==> src/hw/rtl/hfr_pkg.sv <==
// shared constants and types of the host frame receiver
`default_nettype none

package hfr_pkg;

  localparam logic [7:0]  PREAMBLE_BYTE     = 8'hA5;
  localparam logic [15:0] LENGTH_LIMIT_INIT = 16'd1020;

  localparam logic [2:0] STATUS_OK          = 3'd0;
  localparam logic [2:0] STATUS_HDR_SUM_BAD = 3'd1;
  localparam logic [2:0] STATUS_TOO_LONG    = 3'd2;
  localparam logic [2:0] STATUS_PLD_SUM_BAD = 3'd3;
  localparam logic [2:0] STATUS_PRE_BAD     = 3'd4;
  localparam logic [2:0] STATUS_TIMEOUT     = 3'd5;

  localparam logic CMD_BYTE    = 1'b0;
  localparam logic CMD_TIMEOUT = 1'b1;

  localparam int OUT_DATA_W = 64;

  // one result item as produced by the frame parser
  typedef struct packed {
    logic        valid;
    logic        last;
    logic [7:0]  payload_byte;
    logic [7:0]  proto_code;
    logic [7:0]  layer_code;
    logic [7:0]  command_id;
    logic [15:0] payload_length;
    logic [7:0]  port_byte;
    logic [2:0]  status;
  } hfr_result_t;

endpackage

`default_nettype wire

==> src/hw/rtl/host_frame_receiver.sv <==
// top level of the host frame receiver: handshakes, limit register, output register
//
// Takes one received byte (or a timeout mark) per transfer and can take one in every
// clock cycle. Each byte is parsed in the cycle it is taken; a payload byte or a frame
// end result then sits in the output register and is offered on the master side from
// the next cycle on. The slave side stalls only while that register holds a result
// that is not being taken in the same cycle. A frame end result has tlast set and
// carries the header fields and a status; preamble, header and checksum bytes give no
// transfer of their own. The length limit is written over the cfg port, which is
// always ready, and should only be written while no frame is being received.
`default_nettype none

module host_frame_receiver (
  input  wire logic        clk,
  input  wire logic        rst,

  input  wire logic        s_tvalid,
  output logic             s_tready,
  input  wire logic [7:0]  s_tdata,   // [7:0] rx_byte
  input  wire logic        s_tuser,   // [0] cmd

  output logic             m_tvalid,
  input  wire logic        m_tready,
  output logic [hfr_pkg::OUT_DATA_W-1:0] m_tdata,
  // [7:0] payload_byte, [15:8] proto_code, [23:16] layer_code, [31:24] command_id,
  // [47:32] payload_length, [55:48] port_byte, [58:56] status, [63:59] zero
  output logic             m_tlast,   // kind: frame end result

  input  wire logic        cfg_valid,
  output logic             cfg_ready,
  input  wire logic [15:0] cfg_data   // length_limit
);

  logic                 s_xfer;
  logic [15:0]          length_limit;
  hfr_pkg::hfr_result_t res;

  assign s_tready  = !m_tvalid || m_tready;
  assign s_xfer    = s_tvalid && s_tready;
  assign cfg_ready = 1'b1;

  hfr_parser u_parser (
    .clk          (clk),
    .rst          (rst),
    .step         (s_xfer),
    .cmd          (s_tuser),
    .rx_byte      (s_tdata),
    .length_limit (length_limit),
    .res          (res)
  );

  always_ff @(posedge clk) begin
    if (rst) begin
      length_limit <= hfr_pkg::LENGTH_LIMIT_INIT;
    end else if (cfg_valid && cfg_ready) begin
      length_limit <= cfg_data;
    end
  end

  always_ff @(posedge clk) begin
    if (rst) begin
      m_tvalid <= 1'b0;
    end else begin
      m_tvalid <= res.valid || (m_tvalid && !m_tready);
    end
  end

  // payload side of the output register, loaded with each new result
  always_ff @(posedge clk) begin
    if (res.valid) begin
      m_tlast <= res.last;
      m_tdata <= {5'd0, res.status, res.port_byte, res.payload_length, res.command_id,
                  res.layer_code, res.proto_code, res.payload_byte};
    end
  end

endmodule

`default_nettype wire

==> src/hw/rtl/hfr_parser.sv <==
// frame parser: per-byte state update and result decode
`default_nettype none

module hfr_parser (
  input  wire logic               clk,
  input  wire logic               rst,
  input  wire logic               step,
  input  wire logic               cmd,
  input  wire logic [7:0]         rx_byte,
  input  wire logic [15:0]        length_limit,
  output hfr_pkg::hfr_result_t    res
);

  typedef enum logic [2:0] {
    PH_IDLE,
    PH_PRE2,
    PH_PRE3,
    PH_HDR,
    PH_HSUM,
    PH_PLD,
    PH_PSUM,
    PH_PORT
  } phase_t;

  phase_t      phase, phase_next;
  logic [15:0] byte_count, byte_count_next;
  logic [7:0]  protocol_reg, protocol_reg_next;
  logic [7:0]  layer_reg, layer_reg_next;
  logic [7:0]  command_reg, command_reg_next;
  logic [15:0] length_reg, length_reg_next;
  logic [7:0]  header_sum, header_sum_next;
  logic [7:0]  payload_sum, payload_sum_next;
  logic        payload_sum_good, payload_sum_good_next;

  logic [15:0] count_inc;
  logic        end_frame;
  logic [2:0]  end_status;

  assign count_inc = byte_count + 16'd1;

  always_comb begin
    phase_next            = phase;
    byte_count_next       = byte_count;
    protocol_reg_next     = protocol_reg;
    layer_reg_next        = layer_reg;
    command_reg_next      = command_reg;
    length_reg_next       = length_reg;
    header_sum_next       = header_sum;
    payload_sum_next      = payload_sum;
    payload_sum_good_next = payload_sum_good;
    end_frame             = 1'b0;
    end_status            = hfr_pkg::STATUS_OK;
    res                   = '0;

    if (cmd == hfr_pkg::CMD_TIMEOUT) begin
      if (phase != PH_IDLE) begin
        end_frame  = 1'b1;
        end_status = hfr_pkg::STATUS_TIMEOUT;
      end
    end else begin
      case (phase)
        PH_IDLE: begin
          if (rx_byte == hfr_pkg::PREAMBLE_BYTE) begin
            byte_count_next       = '0;
            protocol_reg_next     = '0;
            layer_reg_next        = '0;
            command_reg_next      = '0;
            length_reg_next       = '0;
            header_sum_next       = '0;
            payload_sum_next      = '0;
            payload_sum_good_next = 1'b0;
            phase_next            = PH_PRE2;
          end
        end
        PH_PRE2: begin
          if (rx_byte != hfr_pkg::PREAMBLE_BYTE) begin
            end_frame  = 1'b1;
            end_status = hfr_pkg::STATUS_PRE_BAD;
          end else begin
            phase_next = PH_PRE3;
          end
        end
        PH_PRE3: begin
          phase_next      = PH_HDR;
          byte_count_next = '0;
        end
        PH_HDR: begin
          header_sum_next = header_sum + rx_byte;
          case (byte_count)
            16'd0:   protocol_reg_next = rx_byte;
            16'd1:   layer_reg_next    = rx_byte;
            16'd2:   command_reg_next  = rx_byte;
            16'd3:   length_reg_next   = {8'd0, rx_byte};
            default: length_reg_next   = length_reg | {rx_byte, 8'd0};
          endcase
          if (byte_count >= 16'd4) begin
            phase_next      = PH_HSUM;
            byte_count_next = '0;
          end else begin
            byte_count_next = count_inc;
          end
        end
        PH_HSUM: begin
          if (~header_sum != rx_byte) begin
            end_frame  = 1'b1;
            end_status = hfr_pkg::STATUS_HDR_SUM_BAD;
          end else if (!(length_reg < length_limit)) begin
            end_frame  = 1'b1;
            end_status = hfr_pkg::STATUS_TOO_LONG;
          end else begin
            byte_count_next  = '0;
            payload_sum_next = '0;
            phase_next       = (length_reg == 16'd0) ? PH_PSUM : PH_PLD;
          end
        end
        PH_PLD: begin
          payload_sum_next = payload_sum + rx_byte;
          byte_count_next  = count_inc;
          if (count_inc >= length_reg) begin
            phase_next = PH_PSUM;
          end
          res.valid        = 1'b1;
          res.payload_byte = rx_byte;
        end
        PH_PSUM: begin
          payload_sum_good_next = (~payload_sum == rx_byte);
          phase_next            = PH_PORT;
        end
        PH_PORT: begin
          end_frame  = 1'b1;
          end_status = payload_sum_good ? hfr_pkg::STATUS_OK : hfr_pkg::STATUS_PLD_SUM_BAD;
        end
        default: begin
          phase_next = PH_IDLE;
        end
      endcase
    end

    if (end_frame) begin
      phase_next         = PH_IDLE;
      res.valid          = 1'b1;
      res.last           = 1'b1;
      res.proto_code     = protocol_reg;
      res.layer_code     = layer_reg;
      res.command_id     = command_reg;
      res.payload_length = length_reg;
      res.port_byte      = (end_status == hfr_pkg::STATUS_OK) ? rx_byte : 8'd0;
      res.status         = end_status;
    end

    if (!step) begin
      res.valid = 1'b0;
    end
  end

  always_ff @(posedge clk) begin
    if (rst) begin
      phase            <= PH_IDLE;
      byte_count       <= '0;
      protocol_reg     <= '0;
      layer_reg        <= '0;
      command_reg      <= '0;
      length_reg       <= '0;
      header_sum       <= '0;
      payload_sum      <= '0;
      payload_sum_good <= 1'b0;
    end else if (step) begin
      phase            <= phase_next;
      byte_count       <= byte_count_next;
      protocol_reg     <= protocol_reg_next;
      layer_reg        <= layer_reg_next;
      command_reg      <= command_reg_next;
      length_reg       <= length_reg_next;
      header_sum       <= header_sum_next;
      payload_sum      <= payload_sum_next;
      payload_sum_good <= payload_sum_good_next;
    end
  end

endmodule

`default_nettype wire

==> config.mk <==
export PLATFORM = sky130hd
export DESIGN_NAME = host_frame_receiver
export DESIGN_NICKNAME = d
export VERILOG_FILES = /design/src/hw/rtl/hfr_pkg.sv /design/src/hw/rtl/host_frame_receiver.sv /design/src/hw/rtl/hfr_parser.sv
export SDC_FILE = /design/constraint.sdc
export NUM_CORES = 1
export LEC_CHECK = 0
export CAP_MARGIN = 20
export CORE_MARGIN = 2
export CORE_UTILIZATION = 35
export DETAILED_ROUTE_END_ITERATION = 16
export DONT_BUFFER_PORTS = 1
export PLACE_DENSITY = 0.47
export SYNTH_ARGS = -nofsm -noshare
export SYNTH_HDL_FRONTEND = slang
export SYNTH_SLANG_ARGS = --single-unit
==> constraint.sdc <==
create_clock -name clk -period 9.6 [get_ports clk]
set_clock_uncertainty 0.2 [all_clocks]
set_input_delay 0.96 -clock clk [delete_from_list [all_inputs] [get_ports clk]]
set_output_delay 0.96 -clock clk [all_outputs]
set_load 0.02 [all_outputs]
==> results.md <==
- Register area: 3660 µm²
- Source of the worst hold timing path: u_parser.payload_sum[6]
- Dominant combinational cell family by area after synthesis: simple AND/OR/NAND/NOR gates
- First-pass GRT wire length: 31.1 mm
- Fin worst setup slack: 5.53 ns
- Most common cell after layout, fill and taps aside: nor2_1
- Largest net degree at the start of global routing: 61
- Final period utilization: 0.424
- Unique masters post-synth: 69
- Final setup TNS: 0 ns
- Final count of hold timing violations: 0
- Unrepaired setup endpoints after global routing: false
- Placed standard-cell area: 7940 µm²
- Post-CTS Resized: 0
- Final standard cell area without fillers: 8550 µm²
- Clock slew at the register clock pins of the worst setup and hold paths: 0.07 ns
- Crit path arrival time: 4.23 ns
- Top Ports: 98
- Number of flip-flops in the largest register: 59
- Crit start category: flop
- Class of the tightest hold or removal check: flop to flop
- Crit path cell chain: ha_1, nand3_1, or3_1, nor2_1, nand3_1, xnor2_1, ha_1, a21oi_1, o211ai_1, a2111oi_0, a21o_1, a211o_1, a2111o_1, a21oi_1
- Time the worst path needs with I/O delays and setup: 4.07 ns
- Area of the mapped netlist: 7760 µm²
- Power density over cell area: 164 nW/µm²
- Synth Area in Compound Gates: 0.140
- Finish-stage setup viols: 0
- Routability cong.: 0.869
- Post-Synthesis Cells: 791
- Port Buffers: 0
- Vias in the first global route: 5,379
- Smallest hold slack: 0.268 ns
- Predominant post-synthesis flop cell: dfxtp_1
- Routed metal-1 wire length: 9.11 mm
- DRC Markers: 0
- Register name with the most flops: m_tdata
- Cts hold-fix bufs: 0
- Chip width: 153 µm
- Most frequent cells in the layout: 110 x nor2_1, 93 x dfxtp_1, 60 x edfxtp_1
- Amount of wire on met2 after detailed routing: 9.33 mm
- Maximum fanout along the worst path: 6
- Fmax: 246 MHz
- CTS H-tree lvls: 4
- Count of placed standard cells in the final layout, fillers left out: 1,067
- Number of buffers created by CTS: 17
- Xor/xnor cell area share of the yosys netlist: 0.0293
- Layout Area Growth over Synthesis: 10.1%
- Number of placement rows: 54
- Async set or reset register ratio after synthesis: 0
- Count of inserted antenna diode cells: 0
- Initial antenna violation count: 0
- Count of nets after finishing: 855
- Cell at the root of the clock tree: clkbuf_16
- Flip-flop and latch count after synthesis: 153
- Ratio of cells with drive above 1 in the final layout: 0.0686
- Via density per instance: 5.31
- Total setup buffers inserted after CTS: 0
- Worst vdd ir: 103 µV
- Fill cell count: 2,159
- Worst setup path startpoint: u_parser.byte_count[0]
- Total area of multi-input combinational cells: 3760 µm²
- Basic-gate share of the synthesized area counting and, or, nand and nor cells: 0.182
- Max-cap violations: 0
- Kind of capture point of the worst setup path: flop
- Total Die Area: 23,400 µm²
- Relative slew margins: 0.352
- Uppermost routed layer: met4
- Final Max Slew Viols: 0
- Placement Setup Slack: 5.56 ns
- Share of synthesized cell area in full adder, half adder and majority cells: 0.0841
- Detail-routed net length per standard cell: 18.5 µm
- Cell type of the slowest stage on the worst timing path: or3_1
- Detailed Route WL: 19.8 mm
- Slew at the pin closest to its max-slew limit: 0.971 ns
- Placed Cells: 1,034
- Per-instance average area after synthesis: 9.81 µm²
- YS warnings: 0
- Number of design-rule violations left by the first detailed-router iteration: 460
- Category of the critical setup timing path: flop to flop
- Latest clock arrival within the worst-skew pair: 0.43 ns
- Global route overflow: 0
- Required time at the endpoint of the critical path: 9.76 ns
- Number of vias in the routed layout: 5,669
- TritonCTS clock tree: done
- EDFF count, synth: 60
- Half-perimeter wire length after detailed placement: 14.1 mm
- Startpoint of the lowest-slack register-to-register path: u_parser.byte_count[0]
- Critical path's largest stage delay: 0.50 ns
- Leakage power of the design: 3.25 nW
- Starting density of the core: 0.356
- DRT antenna net count: 0
- Overall Global Routing Usage: 0.170
- Met3 routed wirelength: 954 µm
- Core ar.: 21,800 µm²
- Run status: completed
- Share of the yosys chip area belonging to registers: 0.472
- Number of clock sinks: 153
- Pre-Repair DR Iteration Count: 6
- Die Ht: 153 µm
- Proportion of synthesized area in mux cells: 0.0464
- Longest Clk Path Bufs: 2
[per-layer routing]
layer / GRT usage / up-vias
met4: 0.0635 / 0
met5: 0 / -
met1: 0.223 / 2714
met2: 0.274 / 156
li1: - / 2772
met3: 0.0391 / 27
[worst paths after layout]
kind                             end  slack (ns)  cells past startpoint
max                u_parser.phase[1]        5.53                     14
min          u_parser.payload_sum[6]        0.27                      2
max reg2reg        u_parser.phase[1]        5.53                     14
min reg2reg  u_parser.payload_sum[6]        0.27                      2
[cells by family after synthesis]
family                   Yosys count
buffers and inverters             84
other                              2
adder cells (fa/ha/maj)           51
XOR/XNOR                          26
multiplexers                      36
flip-flops                       153
AO/OA/AOI/OAI                    150
AND/OR/NAND/NOR                  289
[layout make-up]
class                   instances  share of cell area
flip-flops and latches        153               0.429
clock buffers                  19              0.0518
clock inverters                13              0.0183
multi-input cells             558               0.440
repair buffers                  3             0.00234
well taps                     280              0.0410
inverters                      41              0.0180
[critical path: cells and delay by family (launching register included)]
kind	cells	cell delay [ns]
DFF	1	0.44
AOI/OAI and AO/OA	7	1.48
xor gates and xnor gates	1	0.17
and+or+nand+nor	4	1.11
adders and majority gates	2	0.61
[where the power goes]
part / total, mW / switching (mW) / internal [mW]
Combinational: 0.0327 / 0.0201 / 0.0126
Clock: 0.688 / 0.290 / 0.398
Sequential: 0.678 / 0.00298 / 0.675
[Yosys cell counts (9+ instances only)]
master / count / area, µm²
nor2_1: 110 / 413
nor3_1: 9 / 45.0
edfxtp_1: 60 / 1800
xnor2_1: 20 / 175
ha_1: 49 / 613
mux2i_1: 36 / 360
o21ai_0: 18 / 90.1
a21oi_1: 33 / 165
clkbuf_1: 28 / 105
and2_1: 45 / 282
dfxtp_1: 93 / 1860
o211ai_1: 11 / 82.6
nor4_1: 9 / 56.3
and3_1: 11 / 68.8
a22oi_1: 14 / 105
nand3_1: 15 / 75.1
a21o_1: 12 / 90.1
inv_1: 39 / 146
nand2_1: 52 / 195
[through the flow]
stage | power [mW] | utilization
final | 1.40 | 0.392
after global routing | 1.45 | 0.392
after CTS | 1.41 | 0.391
after detailed placement | 0.725 | 0.364
after global placement | 0.723 | 0.364
after floorplan | 0.725 | -
Power figures use the tool's default switching activity.
